File: config.mk
export PLATFORM = sky130hd
export DESIGN_NAME = civil_datetime_to_epoch_ms
export DESIGN_NICKNAME = d
export VERILOG_FILES = /design/src/rtl/core/cdte_pkg.sv /design/src/rtl/core/cdte_seq.sv /design/src/rtl/core/cdte_dp.sv /design/src/rtl/core/civil_datetime_to_epoch_ms.sv
export SDC_FILE = /design/constraint.sdc
export NUM_CORES = 1
export LEC_CHECK = 0
export BUFFER_PORTS_ARGS = -buffer_cell sky130_fd_sc_hd__buf_2
export CORE_MARGIN = 2
export CORE_UTILIZATION = 50
export CTS_CLUSTER_SIZE = 12
export DETAILED_ROUTE_END_ITERATION = 7
export PLACE_DENSITY = 0.65
export SYNTH_ARGS = -nofsm -noshare
export SYNTH_HDL_FRONTEND = slang
export SYNTH_SLANG_ARGS = --single-unit
File: constraint.sdc
create_clock -name clk -period 20.3 [get_ports clk]
set_input_delay 2.03 -clock clk [delete_from_list [all_inputs] [get_ports clk]]
set_output_delay 2.03 -clock clk [all_outputs]
set_load 0.005 [all_outputs]
File: src/rtl/core/cdte_pkg.sv
// Shared widths, constants, microcode field codes and control types for the date converter.
`default_nettype none
package cdte_pkg;

  // Port field widths.
  localparam int YearW   = 12;
  localparam int MonthW  = 4;
  localparam int DayW    = 5;
  localparam int HourW   = 5;
  localparam int MinuteW = 6;
  localparam int SecondW = 6;
  localparam int MillisW = 10;
  localparam int EpochW  = 46;

  // Internal widths.
  localparam int YrsW  = 13;  // biased year count, up to 4494
  localparam int DaysW = 21;  // day count from year one, biased by 400 years
  localparam int MulAW = 21;
  localparam int MulKW = 27;
  localparam int PcW   = 4;

  // Adder source codes.
  localparam logic [2:0] SRC_NONE   = 3'd0;
  localparam logic [2:0] SRC_YBLK   = 3'd1;
  localparam logic [2:0] SRC_MUL    = 3'd2;
  localparam logic [2:0] SRC_EPOCH  = 3'd3;
  localparam logic [2:0] SRC_MONTH  = 3'd4;
  localparam logic [2:0] SRC_DAY    = 3'd5;
  localparam logic [2:0] SRC_MILLIS = 3'd6;

  // Multiplier operand codes.
  localparam logic [2:0] MUL_R4   = 3'd0;
  localparam logic [2:0] MUL_R3   = 3'd1;
  localparam logic [2:0] MUL_DAYS = 3'd2;
  localparam logic [2:0] MUL_HOUR = 3'd3;
  localparam logic [2:0] MUL_MIN  = 3'd4;
  localparam logic [2:0] MUL_SEC  = 3'd5;

  // Jump condition codes.
  localparam logic [1:0] COND_NONE  = 2'd0;
  localparam logic [1:0] COND_YGE   = 2'd1;
  localparam logic [1:0] COND_MLOOP = 2'd2;

  typedef struct packed {
    logic           yk100;    // year block size: 1 selects 100, 0 selects 400
    logic           ystep;    // take one year block off when it fits
    logic [2:0]     add_src;
    logic           add_acc;  // adder writes the millisecond total, else the day count
    logic           mul_en;
    logic [2:0]     mul_sel;
    logic           m_step;
    logic [1:0]     cond;
    logic [PcW-1:0] target;
    logic           done;
  } ctl_word_t;

  typedef struct packed {
    logic yge;
    logic mloop;
  } dp_stat_t;

endpackage
`default_nettype wire

File: src/rtl/core/cdte_seq.sv
// Microcode sequencer: control store, step counter and conditional jumps.
`default_nettype none
module cdte_seq
  import cdte_pkg::*;
(
  input  wire logic      clk,
  input  wire logic      rst_n,
  input  wire logic      start,
  input  wire logic      hold,
  input  wire dp_stat_t  stat,
  output ctl_word_t      cw,
  output logic           busy
);

  localparam logic [PcW-1:0] StepY400  = PcW'(0);
  localparam logic [PcW-1:0] StepY100  = PcW'(1);
  localparam logic [PcW-1:0] StepMonth = PcW'(6);

  logic [PcW-1:0] pc_r, pc_nxt;
  logic           busy_r, busy_nxt;
  logic           take;

  function automatic ctl_word_t ucode(input logic [PcW-1:0] pc);
    ctl_word_t w;
    w = '0;
    case (pc)
      PcW'(0): begin
        w.ystep = 1'b1; w.add_src = SRC_YBLK;
        w.cond = COND_YGE; w.target = StepY400;
      end
      PcW'(1): begin
        w.yk100 = 1'b1; w.ystep = 1'b1; w.add_src = SRC_YBLK;
        w.cond = COND_YGE; w.target = StepY100;
      end
      PcW'(2): begin
        w.mul_en = 1'b1; w.mul_sel = MUL_R4;
      end
      PcW'(3): begin
        w.add_src = SRC_MUL; w.mul_en = 1'b1; w.mul_sel = MUL_R3;
      end
      PcW'(4): begin
        w.add_src = SRC_MUL;
      end
      PcW'(5): begin
        w.add_src = SRC_EPOCH;
      end
      PcW'(6): begin
        w.add_src = SRC_MONTH; w.m_step = 1'b1;
        w.cond = COND_MLOOP; w.target = StepMonth;
      end
      PcW'(7): begin
        w.add_src = SRC_DAY;
      end
      PcW'(8): begin
        w.add_src = SRC_MILLIS; w.add_acc = 1'b1;
        w.mul_en = 1'b1; w.mul_sel = MUL_DAYS;
      end
      PcW'(9): begin
        w.add_src = SRC_MUL; w.add_acc = 1'b1;
        w.mul_en = 1'b1; w.mul_sel = MUL_HOUR;
      end
      PcW'(10): begin
        w.add_src = SRC_MUL; w.add_acc = 1'b1;
        w.mul_en = 1'b1; w.mul_sel = MUL_MIN;
      end
      PcW'(11): begin
        w.add_src = SRC_MUL; w.add_acc = 1'b1;
        w.mul_en = 1'b1; w.mul_sel = MUL_SEC;
      end
      PcW'(12): begin
        w.add_src = SRC_MUL; w.add_acc = 1'b1;
      end
      PcW'(13): begin
        w.done = 1'b1;
      end
      default: begin
        w.done = 1'b1;
      end
    endcase
    return w;
  endfunction

  // An idle sequencer issues an all-zero word, which changes nothing in the datapath.
  assign cw   = busy_r ? ucode(pc_r) : '0;
  assign busy = busy_r;

  always_comb begin
    case (cw.cond)
      COND_NONE:  take = 1'b0;
      COND_YGE:   take = stat.yge;
      COND_MLOOP: take = stat.mloop;
      default:    take = 1'b0;
    endcase
  end

  always_comb begin
    pc_nxt   = pc_r;
    busy_nxt = busy_r;
    if (start) begin
      pc_nxt   = '0;
      busy_nxt = 1'b1;
    end else if (busy_r) begin
      if (cw.done) begin
        if (!hold) begin
          busy_nxt = 1'b0;
        end
      end else if (take) begin
        pc_nxt = cw.target;
      end else begin
        pc_nxt = pc_r + PcW'(1);
      end
    end
  end

  always_ff @(posedge clk) begin
    if (!rst_n) begin
      pc_r   <= '0;
      busy_r <= 1'b0;
    end else begin
      pc_r   <= pc_nxt;
      busy_r <= busy_nxt;
    end
  end

endmodule
`default_nettype wire

File: src/rtl/core/cdte_dp.sv
// Datapath: year block unit, month counter, shared adder and constant multiplier.
`default_nettype none
module cdte_dp
  import cdte_pkg::*;
(
  input  wire logic               clk,
  input  wire logic               load,
  input  wire logic [YearW-1:0]   in_year,
  input  wire logic [MonthW-1:0]  in_month,
  input  wire logic [DayW-1:0]    in_day,
  input  wire logic [HourW-1:0]   in_hour,
  input  wire logic [MinuteW-1:0] in_minute,
  input  wire logic [SecondW-1:0] in_second,
  input  wire logic [MillisW-1:0] in_millis,
  input  wire ctl_word_t          cw,
  output dp_stat_t                stat,
  output logic [EpochW-1:0]       acc
);

  localparam logic [YearW-1:0]  EpochYear  = YearW'(1970);
  // The year is biased by one 400-year cycle less one so that year zero needs no borrow.
  localparam logic [YrsW-1:0]   YearBias   = YrsW'(399);
  localparam logic [YrsW-1:0]   Block400   = YrsW'(400);
  localparam logic [YrsW-1:0]   Block100   = YrsW'(100);
  localparam logic [YrsW-1:0]   LastOfCent = YrsW'(99);
  localparam logic [DaysW-1:0]  Days400    = DaysW'(146097);
  localparam logic [DaysW-1:0]  Days100    = DaysW'(36524);
  // Day count of the biased 1970-01-01.
  localparam logic [DaysW-1:0]  EpochDays  = DaysW'(865259);
  localparam logic [MulKW-1:0]  Days4      = MulKW'(1461);
  localparam logic [MulKW-1:0]  DaysYear   = MulKW'(365);
  localparam logic [MulKW-1:0]  MsDay      = MulKW'(86400000);
  localparam logic [MulKW-1:0]  MsHour     = MulKW'(3600000);
  localparam logic [MulKW-1:0]  MsMinute   = MulKW'(60000);
  localparam logic [MulKW-1:0]  MsSecond   = MulKW'(1000);
  localparam logic [MonthW-1:0] LastMonth  = MonthW'(12);

  logic [YrsW-1:0]    y_r;
  logic [1:0]         cent_r;
  logic               gt_r;
  logic [MonthW-1:0]  month_r, m_r;
  logic [DayW-1:0]    day_r;
  logic [HourW-1:0]   hour_r;
  logic [MinuteW-1:0] minute_r;
  logic [SecondW-1:0] second_r;
  logic [MillisW-1:0] millis_r;
  logic [DaysW-1:0]   days_r;
  logic [EpochW-1:0]  acc_r;
  logic [EpochW-1:0]  mul_r;

  logic [YrsW-1:0]          yk;
  logic                     yge, leap, mloop;
  logic [4:0]               mlen;
  logic [DayW-1:0]          dm1;
  logic [EpochW-1:0]        opa, opb, sum;
  logic [MulAW-1:0]         mula;
  logic [MulKW-1:0]         mulk;
  logic [MulAW+MulKW-1:0]   prod;

  function automatic logic [4:0] month_len(input logic [MonthW-1:0] m, input logic lp);
    case (m)
      MonthW'(1):  month_len = 5'd31;
      MonthW'(2):  month_len = lp ? 5'd29 : 5'd28;
      MonthW'(3):  month_len = 5'd31;
      MonthW'(4):  month_len = 5'd30;
      MonthW'(5):  month_len = 5'd31;
      MonthW'(6):  month_len = 5'd30;
      MonthW'(7):  month_len = 5'd31;
      MonthW'(8):  month_len = 5'd31;
      MonthW'(9):  month_len = 5'd30;
      MonthW'(10): month_len = 5'd31;
      MonthW'(11): month_len = 5'd30;
      MonthW'(12): month_len = 5'd31;
      default:     month_len = 5'd0;
    endcase
  endfunction

  assign yk  = cw.yk100 ? Block100 : Block400;
  assign yge = (y_r >= yk);

  // After both block loops y_r holds the biased year mod 100 and cent_r the
  // number of centuries taken, so the leap rule reads directly off them.
  assign leap = ((y_r[1:0] == 2'b11) && (y_r != LastOfCent)) ||
                ((y_r == LastOfCent) && (cent_r == 2'd3));

  assign mloop = (m_r < month_r) && (m_r <= LastMonth);
  assign mlen  = month_len(m_r, leap);
  assign dm1   = (day_r == '0) ? '0 : day_r - DayW'(1);

  always_comb begin
    opa = cw.add_acc ? acc_r : EpochW'(days_r);
    case (cw.add_src)
      SRC_NONE:   opb = '0;
      SRC_YBLK:   opb = yge ? EpochW'(cw.yk100 ? Days100 : Days400) : '0;
      SRC_MUL:    opb = mul_r;
      SRC_EPOCH: begin
        // Years up to 1970 contribute nothing; later ones drop the epoch offset.
        opb = gt_r ? EpochW'(DaysW'(~EpochDays + DaysW'(1))) : '0;
        if (!gt_r) begin
          opa = '0;
        end
      end
      SRC_MONTH:  opb = mloop ? EpochW'(mlen) : '0;
      SRC_DAY:    opb = EpochW'(dm1);
      SRC_MILLIS: opb = EpochW'(millis_r);
      default:    opb = '0;
    endcase
    sum = opa + opb;
  end

  always_comb begin
    case (cw.mul_sel)
      MUL_R4: begin
        mula = MulAW'(y_r[6:2]);
        mulk = Days4;
      end
      MUL_R3: begin
        mula = MulAW'(y_r[1:0]);
        mulk = DaysYear;
      end
      MUL_DAYS: begin
        mula = days_r;
        mulk = MsDay;
      end
      MUL_HOUR: begin
        mula = MulAW'(hour_r);
        mulk = MsHour;
      end
      MUL_MIN: begin
        mula = MulAW'(minute_r);
        mulk = MsMinute;
      end
      MUL_SEC: begin
        mula = MulAW'(second_r);
        mulk = MsSecond;
      end
      default: begin
        mula = '0;
        mulk = '0;
      end
    endcase
  end

  assign prod = mula * mulk;

  always_ff @(posedge clk) begin
    if (load) begin
      y_r      <= YrsW'(in_year) + YearBias;
      gt_r     <= (in_year > EpochYear);
      cent_r   <= 2'd0;
      month_r  <= in_month;
      m_r      <= MonthW'(1);
      day_r    <= in_day;
      hour_r   <= in_hour;
      minute_r <= in_minute;
      second_r <= in_second;
      millis_r <= in_millis;
      days_r   <= '0;
      acc_r    <= '0;
    end else begin
      if (cw.ystep && yge) begin
        y_r <= y_r - yk;
        if (cw.yk100) begin
          cent_r <= cent_r + 2'd1;
        end
      end
      if (cw.m_step && mloop) begin
        m_r <= m_r + MonthW'(1);
      end
      if (cw.add_src != SRC_NONE) begin
        if (cw.add_acc) begin
          acc_r <= sum;
        end else begin
          days_r <= sum[DaysW-1:0];
        end
      end
    end
    if (cw.mul_en) begin
      mul_r <= prod[EpochW-1:0];
    end
  end

  assign stat.yge   = yge;
  assign stat.mloop = mloop;
  assign acc        = acc_r;

endmodule
`default_nettype wire

File: src/rtl/core/civil_datetime_to_epoch_ms.sv
// Top level of the Gregorian date and time to epoch millisecond converter.
`default_nettype none
// Converts one broken-down Gregorian date and time (no time zone) into milliseconds
// since 1970-01-01 00:00:00.000. One item is worked on at a time: the block takes
// no new item until the result of the last one is registered, and goes idle in the
// same cycle. A microcoded sequencer drives one shared adder: it strips up to 11
// 400-year blocks and up to 3 100-year blocks from the year, adds the days of the
// remaining years from the multiplier, drops the epoch offset, then walks the whole
// months before the given one (up to 12, since month codes above twelve take all
// twelve real months), and finishes with a fixed tail that scales days, hours,
// minutes and seconds on one constant multiplier. The finished result sits in an
// output register, so a waiting result stalls the block only when the next one is done.
// Years up to 1970 contribute no whole-year days; fields are not range checked.
module civil_datetime_to_epoch_ms
  import cdte_pkg::*;
(
  input  wire logic               clk,
  input  wire logic               rst_n,
  input  wire logic               in_valid,
  output logic                    in_stall,
  input  wire logic [YearW-1:0]   in_year,
  input  wire logic [MonthW-1:0]  in_month,
  input  wire logic [DayW-1:0]    in_day,
  input  wire logic [HourW-1:0]   in_hour,
  input  wire logic [MinuteW-1:0] in_minute,
  input  wire logic [SecondW-1:0] in_second,
  input  wire logic [MillisW-1:0] in_millis,
  output logic                    out_valid,
  input  wire logic               out_stall,
  output logic [EpochW-1:0]       out_epoch_ms
);

  ctl_word_t         cw;
  dp_stat_t          stat;
  logic              busy, start, hold, emit;
  logic [EpochW-1:0] acc;
  logic              out_valid_r;
  logic [EpochW-1:0] out_epoch_ms_r;

  assign in_stall = busy;
  assign start    = in_valid && !busy;
  // The last step waits while an earlier result has not been transferred.
  assign hold     = out_valid_r && out_stall;
  assign emit     = cw.done && !hold;

  cdte_seq u_seq (
    .clk   (clk),
    .rst_n (rst_n),
    .start (start),
    .hold  (hold),
    .stat  (stat),
    .cw    (cw),
    .busy  (busy)
  );

  cdte_dp u_dp (
    .clk       (clk),
    .load      (start),
    .in_year   (in_year),
    .in_month  (in_month),
    .in_day    (in_day),
    .in_hour   (in_hour),
    .in_minute (in_minute),
    .in_second (in_second),
    .in_millis (in_millis),
    .cw        (cw),
    .stat      (stat),
    .acc       (acc)
  );

  always_ff @(posedge clk) begin
    if (!rst_n) begin
      out_valid_r <= 1'b0;
    end else if (emit) begin
      out_valid_r <= 1'b1;
    end else if (!out_stall) begin
      out_valid_r <= 1'b0;
    end
  end

  always_ff @(posedge clk) begin
    if (emit) begin
      out_epoch_ms_r <= acc;
    end
  end

  assign out_valid    = out_valid_r;
  assign out_epoch_ms = out_epoch_ms_r;

endmodule
`default_nettype wire

# Word-level counts from Yosys, hierarchy flattened
# Cells that the tools add are included.
# totals
regBits	221
output_inout_bits	48
word_cells	134
in_bits	52
# classes
n_eq_ne	42
n_reduce_logical	27
multipliers	1
n_mux	33
magnitude_cmp	4
n_bitwise	3
addsub	7
# ops
op	count
$pmux W46 S6	1
$mux W46	4
$pmux W27 S6	1
$pmux W21 S6	1
$add A46 B46 Y46	1
$mul A21 B27 Y46	1
$eq A4 B4 Y1 const B	10
$mux W18	2
$eq A4 B3 Y1 const B	8
$mux W13	2
$pmux W4 S6	1
$mux W21	1
$pmux W3 S6	1
$pmux W6 S3	1
$eq A4 B2 Y1 const B	4
$eq A3 B3 Y1 const B	5
$pmux W5 S3	1
$add A12 B9 Y13 const B	1
$eq A13 B7 Y1 const B	1
$ge A13 B13 Y1	1
$ne A13 B7 Y1 const B	1
$reduce_or A13 Y1	1
$sub A13 B13 Y13	1
$eq A3 B2 Y1 const B	4
other kinds (31)	62

# Longest topological paths before layout
# depth
depth_word	9
mapped_depth	39
ltp_nobuf	36

# Hierarchy
# From an unflattened synthesis, not the netlist that was laid out.
# hier_totals
cells_unflattened	2644
area_unflattened_um2	25792.2
# modules_own_cells
module	cells_each	area_per_inst_um2	seq_area_each_um2	n_inst
cdte_dp	2504	23704.0	4344.2	1
civil_datetime_to_epoch_ms	51	1430.1	1401.3	1
cdte_seq	89	658.1	100.1	1

# Worst setup path before layout
# Ideal clock, no wire load.
# synth_timing
path_kind	flip-flop to flip-flop
start	register u_seq.pc_r[0]
end	register u_dp.mul_r[42], data pin
required_time_ns	20.028
setup_slack_ns	11.824
n_path_buf	2
arrival_ns	8.204
path_stages_with_launch	36
path_cell_list	dfxtp_1 > inv_1 > ha_1 > buf_2 > nor2_1 > or3b_1 > buf_2 > a21boi_2 > o21ai_2 > nor3_2 > and2_1 > a21oi_1 > nand2_2 > nand2_1 > fa_1 > inv_1 > fa_1 > inv_1 > fa_1 > inv_1 > fa_1 > fa_1 > fa_1 > inv_1 > fa_1 > inv_1 > ha_1 > a21o_1 > a21o_1 > a211oi_1 > o21bai_1 > a31o_2 > o21ai_0 > a21oi_1 > mux2i_1 > or4_1
# synth_via
elab_chain_cells	6
elab_cells_between_ends	17
# synth_lines
item	line_no	rtl
from (decl)	cdte_seq.sv:19	logic [PcW-1:0] pc_r, pc_nxt;
from (signal assigned)	cdte_seq.sv:120	pc_r <= pc_nxt;
$eq A4 B4 Y1 or $eq A4 B2 Y1 (tied branches)	cdte_seq.sv:26	case (pc)
$pmux W4 S6 *	cdte_seq.sv:26	
$mux W18 *	cdte_seq.sv:84	assign cw = busy_r ? ucode(pc_r) : '0;
$eq A3 B3 Y1 (tied with other cells)	cdte_dp.sv:112	case (cw.mul_sel)
$pmux W21 S6 or $pmux W27 S6 (tied branches)	cdte_dp.sv:112	
$mul A21 B27 Y46 *	cdte_dp.sv:144	assign prod = mula * mulk;
named net u_dp.prod[42]	cdte_dp.sv:58	logic [MulAW+MulKW-1:0] prod;
to (signal assigned)	cdte_dp.sv:179	mul_r <= prod[EpochW-1:0];
to (decl)	cdte_dp.sv:49	logic [EpochW-1:0] mul_r;
# Mark *: on every way through the listed nets, which the timed path passes. The rest lies on a longest branch.
# A chain may end at the register's enable or synchronous reset.

# Final worst setup path
# Ends and elaborated chain as after synthesis.

==> out/metrics.csv <==
metric;value;unit
data arrival time at the worst-slack endpoint;10.12;ns
clock-pin slew on the worst setup and hold paths;0.06;ns
Overflow after GRT;0;
number of global-route vias before repair;19660;
initial drt markers;1128;
number of buffers inserted by hold repair at cts;0;
filler cell count in the final layout;4711;
count of final setup violators;0;
Max Clock Freq;102;MHz
setup repair after global routing missed its margin;no;
synthesis-to-layout area growth;10.3;%
Skew-Pair Late Insertion Delay;0.57;ns
hold crit path type;reg2reg;
number of maximum-capacitance constraint violations;0;
synthesized instance count;2676;
initial antenna violation count;0;
count of nets left with antenna violations after detail routing;0;
initial core utilization;50.4;%
post-detailed-route DRC marker count;0;
Netlist Area Pre-Place;25800;sq um
final weighted congestion of routability-driven global placement;0.936;
vias per cell;5.18;
WP data required;20.58;ns
final standard cell utilization of the core;55.6;%
leading cell types by count after synthesis;inv_1, fa_1, ha_1;
Sinks on Clock Net;221;
H-Tree Depth;1;
routed wire length;62700;microns
cts repair resizes;0;
Period Utilization, post-route;48.4;%
total vias in the final route;18782;
total of flip-flops plus latches after synthesis;221;
Core Rows;83;
portion of synthesized cell area occupied by the leading cell type;27.1;%
DR WL/cell;17.3;microns
final setup skew;0.0314;ns
number of post-CTS setup repair buffers;0;
most common flop cell mapped by yosys;edfxtp_1;
CP Max Fanout;40;
power density of the placed cells;148;nW/um^2
Chip Width;231;microns
maximum vdd drop;0.000268;V
CTS tree;done;
Top cell by count, worst path;fa_1;
fin crit period;9.83;ns
total of warnings raised by yosys;0;
Post-layout nets;3615;
kind of capture point of the worst setup path;register;
clk buf depth;3;
DPL Wire Length;51600;microns
static leakage power;14.2;nW
number of flops mapped to enable cells by yosys;142;
TritonCTS Buffers;27;
Final TNS setup;0;ns
cell types with the largest area share after synthesis;fa_1, edfxtp_1, ha_1;
slew at the pin closest to its max-slew limit;1.21;ns
fraction of registers with async set/reset;0;%
Yosys top cell by area;fa_1;
global-route wire length before repair;101000;microns
average cell area after synthesis;9.62;sq um
Final Hold Vio Count;0;
Ant. Diodes;0;
pin count of the biggest net entering global routing;88;
Slew HR;18.7;%
CP max stage cell;o21ai_0;
count of input and output buffers;99;
kind of start point of the critical path;register;
Top-Level Pins;100;
Clock Tree Root;clkbuf_16;
fraction of layout instances using a drive strength above 1;6.86;%
outcome;finished, final reports clean;
number of distinct standard cells referenced by the synthesized netlist;94;
most instantiated library cell after synthesis;inv_1;
Placeable Area;51100;sq um
1st-pass router iterations;5;
critical path class;reg2reg;
DIE AREA;53300;sq um
number of pins exceeding their max-slew limit in the final report;0;
proportion of synthesized chip area in sequential cells;22.7;%
total global routing track utilization;24.2;%
vertical extent of the die;231;microns
delay contributed by the slowest stage of the critical path;0.87;ns
## critical path: cells and delay by family, from the launching register on
family | cells | cell delay (ns)
buffers and inverters | 7 | 0.77
AO/OA/AOI/OAI | 9 | 2.56
AND/OR/NAND/NOR | 7 | 1.54
adder cells (fa/ha/maj) | 9 | 4.13
multiplexers | 1 | 0.13
flip-flops | 1 | 0.40
## metal layers
| metal | share of wire [%] | up-vias | global-route usage (%) |
|---|---|---|---|
| met1 | 43 | 9303 | 31.3 |
| met2 | 50 | 366 | 42.3 |
| li1 | - | 9020 | - |
| met3 | 4.3 | 93 | 3.25 |
| met4 | 3.2 | 0 | 7.38 |
| met5 | 0 | - | 0 |
## cells in the final DEF, fill, tap and decap left out, types with 10 or more instances in the layout
| cell type | n |
|---|---|
| a31oi_1 | 13 |
| xor2_1 | 39 |
| and3_1 | 11 |
| xnor2_1 | 61 |
| o21ai_0 | 76 |
| nand2_1 | 275 |
| mux2i_1 | 10 |
| and2_1 | 95 |
| o21a_1 | 15 |
| nor3_1 | 26 |
| clkbuf_16 | 27 |
| nand4_1 | 20 |
| inv_1 | 525 |
| a21o_1 | 41 |
| buf_2 | 99 |
| a21oi_1 | 171 |
| edfxtp_1 | 142 |
| ha_1 | 292 |
| nand2b_1 | 17 |
| fa_1 | 348 |
| nand3_1 | 46 |
| nor2_1 | 99 |
| conb_1 | 183 |
| dfxtp_1 | 79 |
| o21bai_1 | 16 |
| buf_4 | 10 |
| a211oi_1 | 16 |
| o211ai_1 | 10 |
## kinds of logic (layout without fill, tap and decap cells)
logic type | count (synthesis) | count (layout) | share of synthesized area [%]
AO/OA/AOI/OAI | 440 | 440 | 10.7
XOR/XNOR | 101 | 101 | 3.46
adder cells (fa/ha/maj) | 640 | 640 | 41.2
buffers and inverters | 601 | 687 | 8.89
flip-flops | 221 | 221 | 22.7
multiplexers | 10 | 10 | 0.389
other | 2 | 183 | 0.0292
AND/OR/NAND/NOR | 661 | 661 | 12.6
## layout make-up
| class | instances | area, sq um | area share (%) |
|---|---|---|---|
| repair buffers | 109 | 571 | 2.01 |
| well taps | 680 | 851 | 3.00 |
| flip-flops and latches | 221 | 5850 | 20.6 |
| clock buffers | 34 | 702 | 2.47 |
| clock inverters | 15 | 118 | 0.414 |
| multi-input cells | 2035 | 18300 | 64.5 |
| inverters | 529 | 1990 | 7.00 |
## stage by stage
step           worst slack, ns  power (mW)  hold WS [ns]  cells  instance area [sq um]
6_report                 10.47        4.21         0.451   3623                  28400
5_1_grt                   9.91        4.60         0.462   3623                  28400
4_1_cts                  10.52        4.19         0.453   3623                  28400
3_5_place_dp             10.57        3.68         0.436   3574                  27600
3_3_place_gp             10.68        3.66         0.436   3574                  27600
2_1_floorplan            11.82        2.92         0.417   2857                  26400
## flip-flops by register name, indices dropped and copies added (netlist names), 2 cells and up
| name | count |
|---|---|
| u_dp.minute_r | 6 |
| u_dp.cent_r | 2 |
| u_dp.mul_r | 46 |
| u_dp.m_r | 4 |
| u_dp.acc | 46 |
| u_dp.month_r | 4 |
| u_dp.hour_r | 5 |
| u_dp.day_r | 5 |
| u_dp.second_r | 6 |
| u_dp.days_r | 21 |
| out_epoch_ms | 46 |
| u_seq.pc_r | 4 |
| u_dp.millis_r | 10 |
| u_dp.y_r | 13 |
## report_power, final
part | switching [mW] | internal [mW] | leakage [nW]
Combinational | 1.84 | 1.22 | 11.9
Sequential | 0.0263 | 0.669 | 1.97
Clock | 0.200 | 0.258 | 0.398
Total | 2.07 | 2.15 | 14.2
## final timing paths
kind | startpoint | end | slack, ns | depth (start not counted)
setup / recovery | u_seq.pc_r[0] | u_dp.mul_r[42] | 10.47 | 33
setup reg to reg | u_seq.pc_r[0] | u_dp.mul_r[42] | 10.47 | 33
hold / removal | u_dp.acc[37] | out_epoch_ms[37] | 0.45 | 0
hold reg to reg | u_dp.acc[37] | out_epoch_ms[37] | 0.45 | 0
Note: power is estimated with default switching activity, not from simulation.
